**src/design/byte_ring_fifo_with_peak_unit_macros.svh**
```systemverilog
// assertion macros used by the design file brf_back.sv
`ifndef BYTE_RING_FIFO_WITH_PEAK_UNIT_MACROS_SVH
`define BYTE_RING_FIFO_WITH_PEAK_UNIT_MACROS_SVH

`ifndef SYNTH

// property that holds at every edge out of reset
`define BRF_ASSERT(lbl, clk, rstn, prop, msg) \
    lbl: assert property (@(posedge clk) disable iff (!(rstn)) (prop)) else $error(msg);

// antecedent now, consequent in the cycle after
`define BRF_ASSERT_NEXT(lbl, clk, rstn, ante, cons, msg) \
    lbl: assert property (@(posedge clk) disable iff (!(rstn)) (ante) |=> (cons)) \
        else $error(msg);

`else

`define BRF_ASSERT(lbl, clk, rstn, prop, msg)
`define BRF_ASSERT_NEXT(lbl, clk, rstn, ante, cons, msg)

`endif

`endif

```
**src/design/brf_pkg.sv**
```systemverilog
package brf_pkg;

    localparam int STORE_DEPTH = 4096;
    localparam int ADDR_W      = $clog2(STORE_DEPTH);
    localparam int CNT_W       = 13;
    localparam int DATA_W      = 8;
    localparam int LEN_W       = 7;
    localparam int REQ_W       = 2;
    localparam int MAX_BURST   = 64;
    localparam int QUEUE_DEPTH = 2;
    localparam int QPTR_W      = $clog2(QUEUE_DEPTH);
    localparam int QCNT_W      = $clog2(QUEUE_DEPTH + 1);

    localparam logic [CNT_W-1:0] CAP_MAX       = CNT_W'(STORE_DEPTH);
    localparam logic [CNT_W-1:0] CAP_MIN       = CNT_W'(1);
    localparam logic [LEN_W-1:0] MAX_BURST_LEN = LEN_W'(MAX_BURST);

    localparam logic [REQ_W-1:0] REQ_WRITE = 2'd0;
    localparam logic [REQ_W-1:0] REQ_READ  = 2'd1;
    localparam logic [REQ_W-1:0] REQ_STATS = 2'd2;
    localparam logic [REQ_W-1:0] REQ_NONE  = 2'd3;

    typedef enum logic [1:0] {
        K_WRITE,
        K_READ,
        K_STATS,
        K_STATUS
    } t_kind;

    typedef struct packed {
        t_kind              kind;
        logic [DATA_W-1:0]  data;
        logic [LEN_W-1:0]   len;
    } t_cmd;

    typedef struct packed {
        logic full;
        logic empty;
    } t_q_status;

    typedef enum logic {
        BK_IDLE,
        BK_BURST
    } t_back_state;

endpackage

```
**src/design/brf_front.sv**
```systemverilog
module brf_front
    import brf_pkg::*;
(
    input  logic              i_start,
    input  logic [REQ_W-1:0]  i_req_type,
    input  logic [DATA_W-1:0] i_data_byte,
    input  logic [LEN_W-1:0]  i_read_len,
    input  t_q_status         i_q_status,
    output logic              o_busy,
    output logic              o_push,
    output t_cmd              o_cmd
);

    always_comb begin
        o_cmd.data = i_data_byte;
        // burst length clamped here so the back end never sees more than a burst
        o_cmd.len  = (i_read_len > MAX_BURST_LEN) ? MAX_BURST_LEN : i_read_len;
        unique case (i_req_type)
            REQ_WRITE: o_cmd.kind = K_WRITE;
            REQ_READ:  o_cmd.kind = K_READ;
            REQ_STATS: o_cmd.kind = K_STATS;
            REQ_NONE:  o_cmd.kind = K_STATUS;
            default:   o_cmd.kind = K_STATUS;
        endcase
    end

    assign o_busy = i_q_status.full;
    assign o_push = i_start & ~i_q_status.full;

endmodule

```
**config.mk**
```make
export PLATFORM = sky130hd
export DESIGN_NAME = brf_front
export DESIGN_NICKNAME = d
export VERILOG_FILES = /design/src/design/byte_ring_fifo_with_peak_unit_macros.svh /design/src/design/brf_pkg.sv /design/src/design/brf_front.sv
export SDC_FILE = /design/constraint.sdc
export NUM_CORES = 1
export LEC_CHECK = 0
export BUFFER_PORTS_ARGS = -buffer_cell sky130_fd_sc_hd__buf_2
export CAP_MARGIN = 20
export CORE_AREA = 2 2 39 41
export DETAILED_ROUTE_END_ITERATION = 12
export DIE_AREA = 0 0 41 43
export GPL_TIMING_DRIVEN = 0
export PLACE_DENSITY = 0.54
export SLEW_MARGIN = 0
export SYNTH_ARGS = -nofsm -noshare
export SYNTH_HDL_FRONTEND = slang
export SYNTH_SLANG_ARGS = --single-unit
```
**constraint.sdc**
```tcl
create_clock -name vclk -period 0.8
set_input_delay 0.04 -clock vclk [all_inputs]
set_output_delay 0.04 -clock vclk [all_outputs]
set_load 0.01 [all_outputs]
```
==> flow_summary_export.csv <==
group,metric,value,unit
status,status,"finished, final reports clean",
die,core_area,1380,µm²
layout,seq_cells,0,
worst_setup_path,startpoint,"i_read_len[6]",
die,ios,39,
layout,fill_cells,169,
worst_setup_path,critPathSlowestCell,"buf_2",
timing,finalCriticalPeriod,0.459,ns
global_routing,grt_pass1_wl,524,µm
drt,drt_iter0_markers,0,
layout,areaGrowthSynthToFinish,131,%
job,cap_violations,0,
clock_network,cts_resized,0,
timing,hold_violations,0,
layout,mostFrequentLayoutCell,"buf_2",
worst_setup_path,crit_path_cell_trace,"buf_2 > nor2b_1 > buf_2",
die,rows,14,
placement,numPortBuffers,28,
worst_setup_path,path_max_fanout,7,
drt,vias,206,
layout,final_area,283,µm²
timing,slew_violations,0,
drt,drt-vias-per-instance,3.27,
worst_setup_path,path_buf_inv,2,
power,powerDensity,517,nW/µm²
drt,drtPass1Iterations,1,
layout,layout-drive-gt1-share,78.7,%
timing,tns,0,ns
clock_network,ctsHoldBuffers,0,
drt,post-route-drc-count,0,
logic_synthesis,synthCells,19,
global_routing,grt_pass1_vias,162,
worst_setup_path,worstSetupPathDepth,3,
timing,rsz0062_at_grt,"false",
logic_synthesis,syn-num-nets,39,
global_routing,grt.total_usage,3.80,%
worst_setup_path,cp.required,0.76,ns
die,die_width,41,µm
worst_setup_path,critPathCapture,"o_cmd[5]",
clock_network,cts_setup_buffers,0,
layout,nClkBuffers,0,
global_routing,grt_max_degree,8,
logic_synthesis,syn_area_per_cell,6.45,µm²
timing,tightest_slew,0.107,ns
global_routing,grt_overflow,0,
worst_setup_path,critPathMostFrequentCell,"buf_2",
power,irDropWorstVdd,0.0962,mV
hold_path,worstHoldPathType,"in -> out",
power,power.leakage,0.178,nW
logic_synthesis,synth_area,123,µm²
logic_synthesis,ys_seq_area_share,0,%
worst_setup_path,crit_type,"in -> out",
die,die_area,1760,µm²
layout,final-seq-area,0,µm²
layout,nets,69,
drt,routed_wl,398,µm
drt,wire_per_inst,6.32,µm
timing,fmax,2180,MHz
logic_synthesis,synth_warnings,0,
logic_synthesis,synth_cell_type_count,3,
worst_setup_path,end_kind,"output port",
worst_setup_path,cp_top_family,"buffers and inverters",
layout,diodes,0,
drt,ant_nets,0,
die,initial_utilization,8.86,%
timing,setup-violations-final,0,
placement,gp_congestion,0.558,
layout,layout_common_cells,"buf_2 (28), buf_4 (9), nor2b_1 (7)",
worst_setup_path,crit_path_start_kind,"input port",
placement,placed_area,283,µm²
layout,multiInputGateArea,43.8,µm²
layout,post-route-util,20.4,%
timing,slew-limit-headroom,92.9,%
worst_setup_path,crit_arrival,0.42,ns
timing,period_share,57.3,%
global_routing,antenna_found_initial,0,
worst_setup_path,max_stage_delay,0.14,ns
die,die_h,43,µm
per-stage QoR:
| stage | power, mW | hold WS [ns] | setup slack, ns | cells |
|---|---|---|---|---|
| 6_report | 0.146 | 0.255 | 0.341 | 63 |
| 5_1_grt | 0.162 | 0.258 | 0.284 | 63 |
| 4_1_cts | 0.148 | 0.256 | 0.328 | 63 |
| 3_5_place_dp | 0.148 | 0.253 | 0.327 | 63 |
| 3_3_place_gp | 0.147 | 0.255 | 0.338 | 63 |
| 2_1_floorplan | 0.0793 | 0.126 | 0.523 | 19 |
power by group:
| group | internal, mW | switching, mW | total, mW |
|---|---|---|---|
| registers | 0 | 0 | 0 |
| clock network | 0 | 0 | 0 |
| logic | 0.0869 | 0.0592 | 0.146 |
| total | 0.0869 | 0.0592 | 0.146 |
synth_stat cells:
library cell	number	share of area, %
buf_4	9	55
nor2b_1	7	36
clkbuf_1	3	9.2
worst min path at each step:
stage,cells past startpoint,startpoint,to,slack (ns)
global route,2,i_req_type[1],o_cmd[16],0.26
detailed placement,2,i_req_type[1],o_cmd[16],0.25
global placement,2,i_req_type[1],o_cmd[16],0.25
floorplan,1,i_read_len[6],o_cmd[0],0.13
finish,2,i_req_type[1],o_cmd[16],0.26
CTS,2,i_req_type[1],o_cmd[16],0.26
metal layers:
| metal | GRT usage, % | wire length [µm] | part of all wire [%] | vias to the layer above |
|---|---|---|---|---|
| met5 | 0 | 0 | 0 | - |
| met4 | 0 | 0 | 0 | 0 |
| met3 | 0 | 78 | 20 | 0 |
| met2 | 8.13 | 207 | 52 | 18 |
| met1 | 3.80 | 112 | 28 | 87 |
| li1 | - | - | - | 101 |
cell type report:
cell class | instances | share of cell area (%)
well taps | 16 | 7.08
plain buffers | 12 | 27.9
repair buffers | 28 | 49.6
multi-input cells | 7 | 15.5
cell families after synthesis:
group                  after synthesis  share of synthesized area, %
buffers and inverters               12                          64.3
and+or+nand+nor                      7                          35.7
No activity file was read; power rests on OpenSTA's default activity.
