<file path="src/design/byte_ring_fifo_with_peak_unit_macros.svh">
// assertion macros used by the design file brf_back.sv
`ifndef BYTE_RING_FIFO_WITH_PEAK_UNIT_MACROS_SVH
`define BYTE_RING_FIFO_WITH_PEAK_UNIT_MACROS_SVH

`ifndef SYNTH

// property that holds at every edge out of reset
`define BRF_ASSERT(lbl, clk, rstn, prop, msg) \
    lbl: assert property (@(posedge clk) disable iff (!(rstn)) (prop)) else $error(msg);

// antecedent now, consequent in the cycle after
`define BRF_ASSERT_NEXT(lbl, clk, rstn, ante, cons, msg) \
    lbl: assert property (@(posedge clk) disable iff (!(rstn)) (ante) |=> (cons)) \
        else $error(msg);

`else

`define BRF_ASSERT(lbl, clk, rstn, prop, msg)
`define BRF_ASSERT_NEXT(lbl, clk, rstn, ante, cons, msg)

`endif

`endif

</file>
<file path="src/design/brf_pkg.sv">
package brf_pkg;

    localparam int STORE_DEPTH = 4096;
    localparam int ADDR_W      = $clog2(STORE_DEPTH);
    localparam int CNT_W       = 13;
    localparam int DATA_W      = 8;
    localparam int LEN_W       = 7;
    localparam int REQ_W       = 2;
    localparam int MAX_BURST   = 64;
    localparam int QUEUE_DEPTH = 2;
    localparam int QPTR_W      = $clog2(QUEUE_DEPTH);
    localparam int QCNT_W      = $clog2(QUEUE_DEPTH + 1);

    localparam logic [CNT_W-1:0] CAP_MAX       = CNT_W'(STORE_DEPTH);
    localparam logic [CNT_W-1:0] CAP_MIN       = CNT_W'(1);
    localparam logic [LEN_W-1:0] MAX_BURST_LEN = LEN_W'(MAX_BURST);

    localparam logic [REQ_W-1:0] REQ_WRITE = 2'd0;
    localparam logic [REQ_W-1:0] REQ_READ  = 2'd1;
    localparam logic [REQ_W-1:0] REQ_STATS = 2'd2;
    localparam logic [REQ_W-1:0] REQ_NONE  = 2'd3;

    typedef enum logic [1:0] {
        K_WRITE,
        K_READ,
        K_STATS,
        K_STATUS
    } t_kind;

    typedef struct packed {
        t_kind              kind;
        logic [DATA_W-1:0]  data;
        logic [LEN_W-1:0]   len;
    } t_cmd;

    typedef struct packed {
        logic full;
        logic empty;
    } t_q_status;

    typedef enum logic {
        BK_IDLE,
        BK_BURST
    } t_back_state;

endpackage

</file>
<file path="src/design/brf_cmd_queue.sv">
module brf_cmd_queue
    import brf_pkg::*;
(
    input  logic      i_clk,
    input  logic      i_rst_n,
    input  logic      i_push,
    input  t_cmd      i_cmd,
    input  logic      i_pop,
    output t_cmd      o_head,
    output t_q_status o_status
);

    t_cmd              r_slot [QUEUE_DEPTH];
    logic [QPTR_W-1:0] r_wr_ptr;
    logic [QPTR_W-1:0] r_rd_ptr;
    logic [QCNT_W-1:0] r_count;

    logic w_push;
    logic w_pop;

    assign o_status.full  = (r_count == QCNT_W'(QUEUE_DEPTH));
    assign o_status.empty = (r_count == '0);
    assign w_push = i_push & ~o_status.full;
    assign w_pop  = i_pop & ~o_status.empty;
    assign o_head = r_slot[r_rd_ptr];

    always_ff @(posedge i_clk) begin
        if (w_push) begin
            r_slot[r_wr_ptr] <= i_cmd;
        end
    end

    always_ff @(posedge i_clk) begin
        if (!i_rst_n) begin
            r_wr_ptr <= '0;
            r_rd_ptr <= '0;
            r_count  <= '0;
        end else begin
            if (w_push) begin
                r_wr_ptr <= (r_wr_ptr == QPTR_W'(QUEUE_DEPTH - 1)) ? '0 : r_wr_ptr + 1'b1;
            end
            if (w_pop) begin
                r_rd_ptr <= (r_rd_ptr == QPTR_W'(QUEUE_DEPTH - 1)) ? '0 : r_rd_ptr + 1'b1;
            end
            case ({w_push, w_pop})
                2'b10:   r_count <= r_count + 1'b1;
                2'b01:   r_count <= r_count - 1'b1;
                default: r_count <= r_count;
            endcase
        end
    end

endmodule

</file>
<file path="config.mk">
export PLATFORM = sky130hd
export DESIGN_NAME = brf_cmd_queue
export DESIGN_NICKNAME = d
export VERILOG_FILES = /design/src/design/byte_ring_fifo_with_peak_unit_macros.svh /design/src/design/brf_pkg.sv /design/src/design/brf_cmd_queue.sv
export SDC_FILE = /design/constraint.sdc
export NUM_CORES = 1
export LEC_CHECK = 0
export BUFFER_PORTS_ARGS = -buffer_cell sky130_fd_sc_hd__buf_2
export CORE_MARGIN = 2
export CORE_UTILIZATION = 54
export DETAILED_ROUTE_END_ITERATION = 10
export HOLD_SLACK_MARGIN = 0.03
export MAX_ROUTING_LAYER = met4
export PLACE_DENSITY = 0.82
export SYNTH_ARGS = -nofsm -noshare
export SYNTH_HDL_FRONTEND = slang
export SYNTH_SLANG_ARGS = --single-unit
export TNS_END_PERCENT = 20
</file>
<file path="constraint.sdc">
create_clock -name i_clk -period 2.98 [get_ports i_clk]
set_clock_uncertainty 0.15 [all_clocks]
set_input_delay 0.149 -clock i_clk [delete_from_list [all_inputs] [get_ports i_clk]]
set_output_delay 0.149 -clock i_clk [all_outputs]
set_load 0.01 [all_outputs]
</file>
==> results_dict.tcl, run 1 <==
set metrics [dict create \
    status "finished, final reports clean" \
    synth_compound_area_share_pct 2.23 \
    initial_core_util_pct 57.8 \
    drive_above_1_share_pct 45.1 \
    nNetsFinal 163 \
    synth-xor-area-share_pct 1.80 \
    finalSetupViolations 0 \
    crit_path_max_fanout 17 \
    cp-end-kind "register" \
    p_switching_uw 422 \
    hold_class "input pin to register" \
    yosys.area_share.simple_pct 3.69 \
    postLayoutSetupSlackWorst_ns 0.965 \
    p_leak_uw 0.000748 \
    rr_worst_depth 4 \
    async_reset_ff_share_pct 0 \
    synthTopCellsByArea "edfxtp_1 (70%), mux2_2 (13%), dfxtp_1 (6.9%)" \
    drt.antenna.violating_nets 0 \
    syn_inst 79 \
    num_io_pins 40 \
    period_minus_slack_ns 2.02 \
    clock_latency_ns 0.34 \
    synth_edf_count 34 \
    syn_nets 101 \
    max-slew-margin-rel_pct 47.1 \
    final_util_pct 76.1 \
    startpoint_type "register" \
    setup_tns_ns 0 \
    dr.pass1.iters 4 \
    overflow 0 \
    combPwrFrac_pct 29.0 \
    reg2reg_to "r_slot[0][13]$_DFFE_PP_" \
    cp.arrival_ns 1.84 \
    die_w_um 56.0 \
    powerDensity_mw_per_mm2 759 \
    place_congestion 0.716 \
    clockRootBuffer "clkbuf_4" \
    die_h_um 56.0 \
    finalHoldViolCount 0 \
    ir_drop_v 0.000598 \
    slew_violations 0 \
    drc 0 \
    antenna_cells 0 \
    cts_tree "done" \
    max_freq_mhz 496 \
    intPower_uw 1040 \
    die_area_mm2 0.00313 \
    cts.sinks 39 \
    h-tree-depth 2 \
    reg2reg_slack_ns 0.96 \
    grt_pass1_wl_mm 4.29 \
    maxCapViolations 0 \
    synth_seq_cells 39 \
    synth_ff_type "edfxtp_1" \
    synthAdderAreaFrac_pct 0.858 \
    grt_pass1_vias 931 \
    path_clk_slew_ns 0.10 \
    via_per_inst 5.05 \
    core_region_area_mm2 0.00252 \
    synth.area.mux_share_pct 13.1 \
    yosysUniqueCellTypes 18 \
    seq_area_frac_synth_pct 76.8 \
    grt_antenna_before_repair 0 \
    route.vias.total 869 \
    clockPowerShare_pct 18.4 \
    yosysTopAreaCellShare_pct 70.0 \
    dr.first_iter.drc_count 13 \
    tightest_slew_ns 0.794 \
    finalWirelength_mm 2.75 \
    fillCellCount 164 \
    avgSynthCellArea_um2 18.5 \
    fin_crit_sh_pct 67.6 \
    cts_buffer_depth 2 \
    pwr-share-seq_pct 52.5 \
    grt_start_max_net_pins 18 \
    hold_slack_ns 0.0637 \
    cts-buffers-inserted 5 \
    wl_per_cell_um 16.0 \
    hp-start "i_push" \
    synth_top_cell_by_area "edfxtp_1" \
    synth_warnings 0 \
    min_to "r_wr_ptr$_SDFFE_PN0P_" \
    hpwl_mm 1.87 \
    synth_top_family_by_area "multiplexers" \
    area_growth_pct 31.6 \
    r2r_start "r_count[0]$_SDFFE_PN0P_" \
    min_delay_path_depth 4 \
    rows 18 \
    syn_area_mm2 0.00146 \
    grt_util_all_layers_pct 19.7 \
    path_class "register to register" \
    pre_cts_ws_ns 0.986 \
    worstPathRequired_ns 2.81 \
    portBuffers 39 \
    swShare_pct 28.9 \
    grt_setup_unrepaired "no" \
]
==> layout by cell type (no fill, tap or decap), types with 2 or more instances in the layout <==
| master | n |
|---|---|
| dlygate4sd3_1 | 18 |
| o21ai_0 | 2 |
| nor2b_1 | 2 |
| mux2_2 | 17 |
| xnor2_1 | 3 |
| or3_1 | 2 |
| dfxtp_1 | 5 |
| edfxtp_1 | 34 |
| a21boi_1 | 2 |
| buf_2 | 39 |
| clkbuf_4 | 5 |
| inv_1 | 2 |
==> cell families after synthesis <==
kind of cell,after synthesis
and+or+nand+nor,9
xor gates and xnor gates,3
DFF,39
buffers and inverters,5
AOI/OAI and AO/OA,5
adders and majority gates,1
muxes,17
==> power groups by stage <==
| stage | logic (uW) | registers [uW] | clock network, uW |
|---|---|---|---|
| global placement | 393 | 769 | 0 |
| finish | 423 | 766 | 269 |
| floorplan | 303 | 733 | 0 |
| CTS | 428 | 767 | 277 |
| global route | 460 | 780 | 300 |
| detailed placement | 407 | 780 | 0 |
==> final cells by class <==
cell class | count | area, um^2 | share of cell area (%)
flip-flops and latches | 39 | 1120 | 58.4
repair buffers | 57 | 375 | 19.5
multi-input cells | 35 | 317 | 16.5
clock buffers | 7 | 55.1 | 2.87
well taps | 30 | 37.5 | 1.95
inverters | 3 | 11.3 | 0.586
clock inverters | 1 | 3.75 | 0.195
==> sequential cells by signal, summed over array words and instances, names as in the netlist, named ones only <==
| name | flops |
|---|---|
| r_slot | 34 |
| r_count | 2 |
| r_wr_ptr | 1 |
| r_rd_ptr | 1 |
==> synth_stat cells (2+ instances only) <==
cell / number
o21ai_0: 2
buf_2: 2
or3_1: 2
edfxtp_1: 34
xnor2_1: 3
dfxtp_1: 5
inv_1: 2
a21boi_1: 2
mux2_2: 17
nor2b_1: 2
==> timing repair <==
| action | in CTS | in global routing |
|---|---|---|
| hold buffers | 18 | 0 |
| setup buffers | 0 | 0 |
| endpoints found under the hold margin | 39 | 0 |
| resized for setup | 0 | 0 |
==> layer usage <==
metal	wire [um]	part of all wire [%]	global-route usage, %
met1	1000	36	18.5
met2	1580	57	35.8
met3	99	3.6	4.19
met4	74	2.7	12.2
met5	0	0	-
==> critical path: stages, from the launching register on <==
cell	delay (ns)
dfxtp_1	0.44
nand2b_2	0.18
inv_2	0.04
or3_1	0.33
inv_1	0.50
==> worst max path at each step <==
stage                            startpoint  slack (ns)                       to
detailed placement  r_count[0]$_SDFFE_PN0P_        0.99   r_slot[0][2]$_DFFE_PP_
floorplan           r_count[0]$_SDFFE_PN0P_        1.19   r_slot[0][0]$_DFFE_PP_
CTS                                register        0.95               o_head[10]
global route                       register        0.86                o_head[5]
finish              r_count[0]$_SDFFE_PN0P_        0.96  r_slot[0][13]$_DFFE_PP_
global placement    r_count[0]$_SDFFE_PN0P_        1.07   r_slot[0][2]$_DFFE_PP_
==> per-stage QoR <==
step | instance area (um^2) | power [uW] | cells
2_1_floorplan | 1460 | 1040 | 79
3_3_place_gp | 1680 | 1160 | 146
3_5_place_dp | 1680 | 1190 | 146
4_1_cts | 1920 | 1470 | 172
5_1_grt | 1920 | 1540 | 172
6_report | 1920 | 1460 | 172
Note: power is estimated with default switching activity, not from simulation.
==> run 2, diff against run 1 <==
- CORE_UTILIZATION: 54 -> 45
- PLACE_DENSITY: 0.82 -> 0.73
- clock period: 2.98 -> 1.62 ns (I/O delays scaled with it)
==> results_dict.tcl, run 2 (synthesis gave the netlist of run 1 again) <==
set metrics [dict create \
    hpwl_mm 1.52 \
    intPower_uw 1980 \
    pre_cts_ws_ns -0.0434 \
    ir_drop_v 0.000928 \
    route.vias.total 890 \
    drt.antenna.violating_nets 0 \
    finalWirelength_mm 2.55 \
    max-slew-margin-rel_pct 84.6 \
    final_cell_mix "buf_2 (39), edfxtp_1 (34), dlygate4sd3_1 (19)" \
    clockRootBuffer "clkbuf_4" \
    setup_tns_ns 0 \
    largest-register "r_slot" \
    crit_family "simple AND/OR/NAND/NOR gates" \
    largestRegisters "r_slot (34), r_count (2)" \
    path_class "register to register" \
    clock_latency_ns 0.33 \
    die_w_um 60.9 \
    num_io_pins 40 \
    wl_per_cell_um 13.3 \
    finalHoldViolCount 0 \
    layout_commonest_cell "buf_2" \
    rows 20 \
    nNetsFinal 170 \
    via_per_inst 4.64 \
    max_freq_mhz 640 \
    cp_cell_sequence "nand2b_2 -> inv_2 -> or3_4 -> clkinvlp_4 -> buf_12" \
    grt_start_max_net_pins 18 \
    crit_path_max_fanout 11 \
    dr.first_iter.drc_count 10 \
    p_leak_uw 0.000780 \
    p_switching_uw 805 \
    grt_util_all_layers_pct 15.5 \
    core_region_area_mm2 0.00308 \
    cts.sinks 39 \
    die_h_um 60.9 \
    portBuffers 39 \
    status "finished, final reports clean" \
    worstPathRequired_ns 1.52 \
    slowest_stage "dfxtp_2" \
    cts_tree "done" \
    path_clk_slew_ns 0.11 \
    dr.pass1.iters 3 \
    postLayoutSetupSlackWorst_ns 0.0571 \
    largest_reg_flops 34 \
    powerDensity_mw_per_mm2 1370 \
    drc 0 \
    critPathMaxStageDelay_ns 0.35 \
    clockPowerShare_pct 15.7 \
    h-tree-depth 2 \
    hold_class "input pin to register" \
    slew_violations 0 \
    grt_pass1_vias 872 \
    pwr-share-seq_pct 48.4 \
    grt_antenna_before_repair 0 \
    swShare_pct 28.9 \
    area_growth_pct 39.4 \
    cts_buffer_depth 2 \
    antenna_cells 0 \
    overflow 0 \
    drive_above_1_share_pct 52.0 \
    power_uw 2780 \
    combPwrFrac_pct 35.9 \
    grt_pass1_wl_mm 3.75 \
    cts-buffers-inserted 5 \
    crit_buf_inv 3 \
    final_cell_area_mm2 0.00203 \
    die_area_mm2 0.00371 \
    initial_core_util_pct 47.4 \
    startpoint_type "register" \
    place_congestion 0.657 \
    dpl_cell_area_mm2 0.00173 \
    maxCapViolations 0 \
    tightest_slew_ns 0.231 \
    finalSetupViolations 0 \
    period_minus_slack_ns 1.56 \
    cp-end-kind "register" \
    cp.arrival_ns 1.47 \
    hold_slack_ns 0.110 \
    fin_crit_sh_pct 96.5 \
]
-- run 2: changes by cell type in the layout (fill, tap and decap cells not counted), sizes merged --
| cell | change |
|---|---|
| clkinv | +1 |
| clkbuf | -2 |
| clkinvlp | +1 |
| dlygate4sd3 | +1 |
| inv | -1 |
| buf | +6 |
-- run 2: layout make-up --
cell class | instances | area, um^2
clock inverters | 2 | 8.76
multi-input cells | 35 | 337
fillers | 241 | 1040
clock buffers | 5 | 37.5
well taps | 44 | 55.1
repair buffers | 64 | 455
inverters | 3 | 15.0
flip-flops and latches | 39 | 1120
-- run 2: timing repair --
item	4_1_cts	5_1_grt
hold buffers	19	0
gates resized for setup	3	5
pin swaps	0	1
setup endpoints to repair	35	33
hold endpoints to repair	39	0
setup buffers	3	0
-- run 2: final timing paths --
| path | depth (start not counted) | slack (ns) | from | end |
|---|---|---|---|---|
| setup / recovery | 5 | 0.06 | r_count[0]$_SDFFE_PN0P_ | r_slot[0][4]$_DFFE_PP_ |
| hold / removal | 4 | 0.11 | i_pop | register |
| setup reg to reg | 5 | 0.06 | r_count[0]$_SDFFE_PN0P_ | r_slot[0][4]$_DFFE_PP_ |
| hold reg to reg | 2 | 0.37 | r_wr_ptr$_SDFFE_PN0P_ | r_wr_ptr$_SDFFE_PN0P_ |
-- run 2: power by group through the flow --
stage               clock network (uW)  registers, uW  logic (uW)
floorplan                            0           1350         564
global placement                     0           1350         836
detailed placement                   0           1360         864
CTS                                447           1340         980
global route                       494           1370        1090
finish                             438           1350         999
-- run 2: stage by stage --
stage | util [%] | cells
2_1_floorplan | - | 79
3_3_place_gp | 56.1 | 163
3_5_place_dp | 56.1 | 163
4_1_cts | 65.5 | 192
5_1_grt | 66.1 | 192
6_report | 66.1 | 192
-- run 2: layer usage --
| metal | up-vias | track usage, % | wire length, um |
|---|---|---|---|
| met4 | 0 | 6.52 | 42 |
| met1 | 423 | 13.4 | 949 |
| met5 | - | - | 0 |
| li1 | 436 | - | - |
| met2 | 25 | 28.3 | 1420 |
| met3 | 6 | 7.04 | 139 |
-- run 2: tightest hold or removal path: stages --
cell and delay, ns:
buf_2 0.08, o21a_1 0.18, xnor2_1 0.10, nor2b_1 0.11
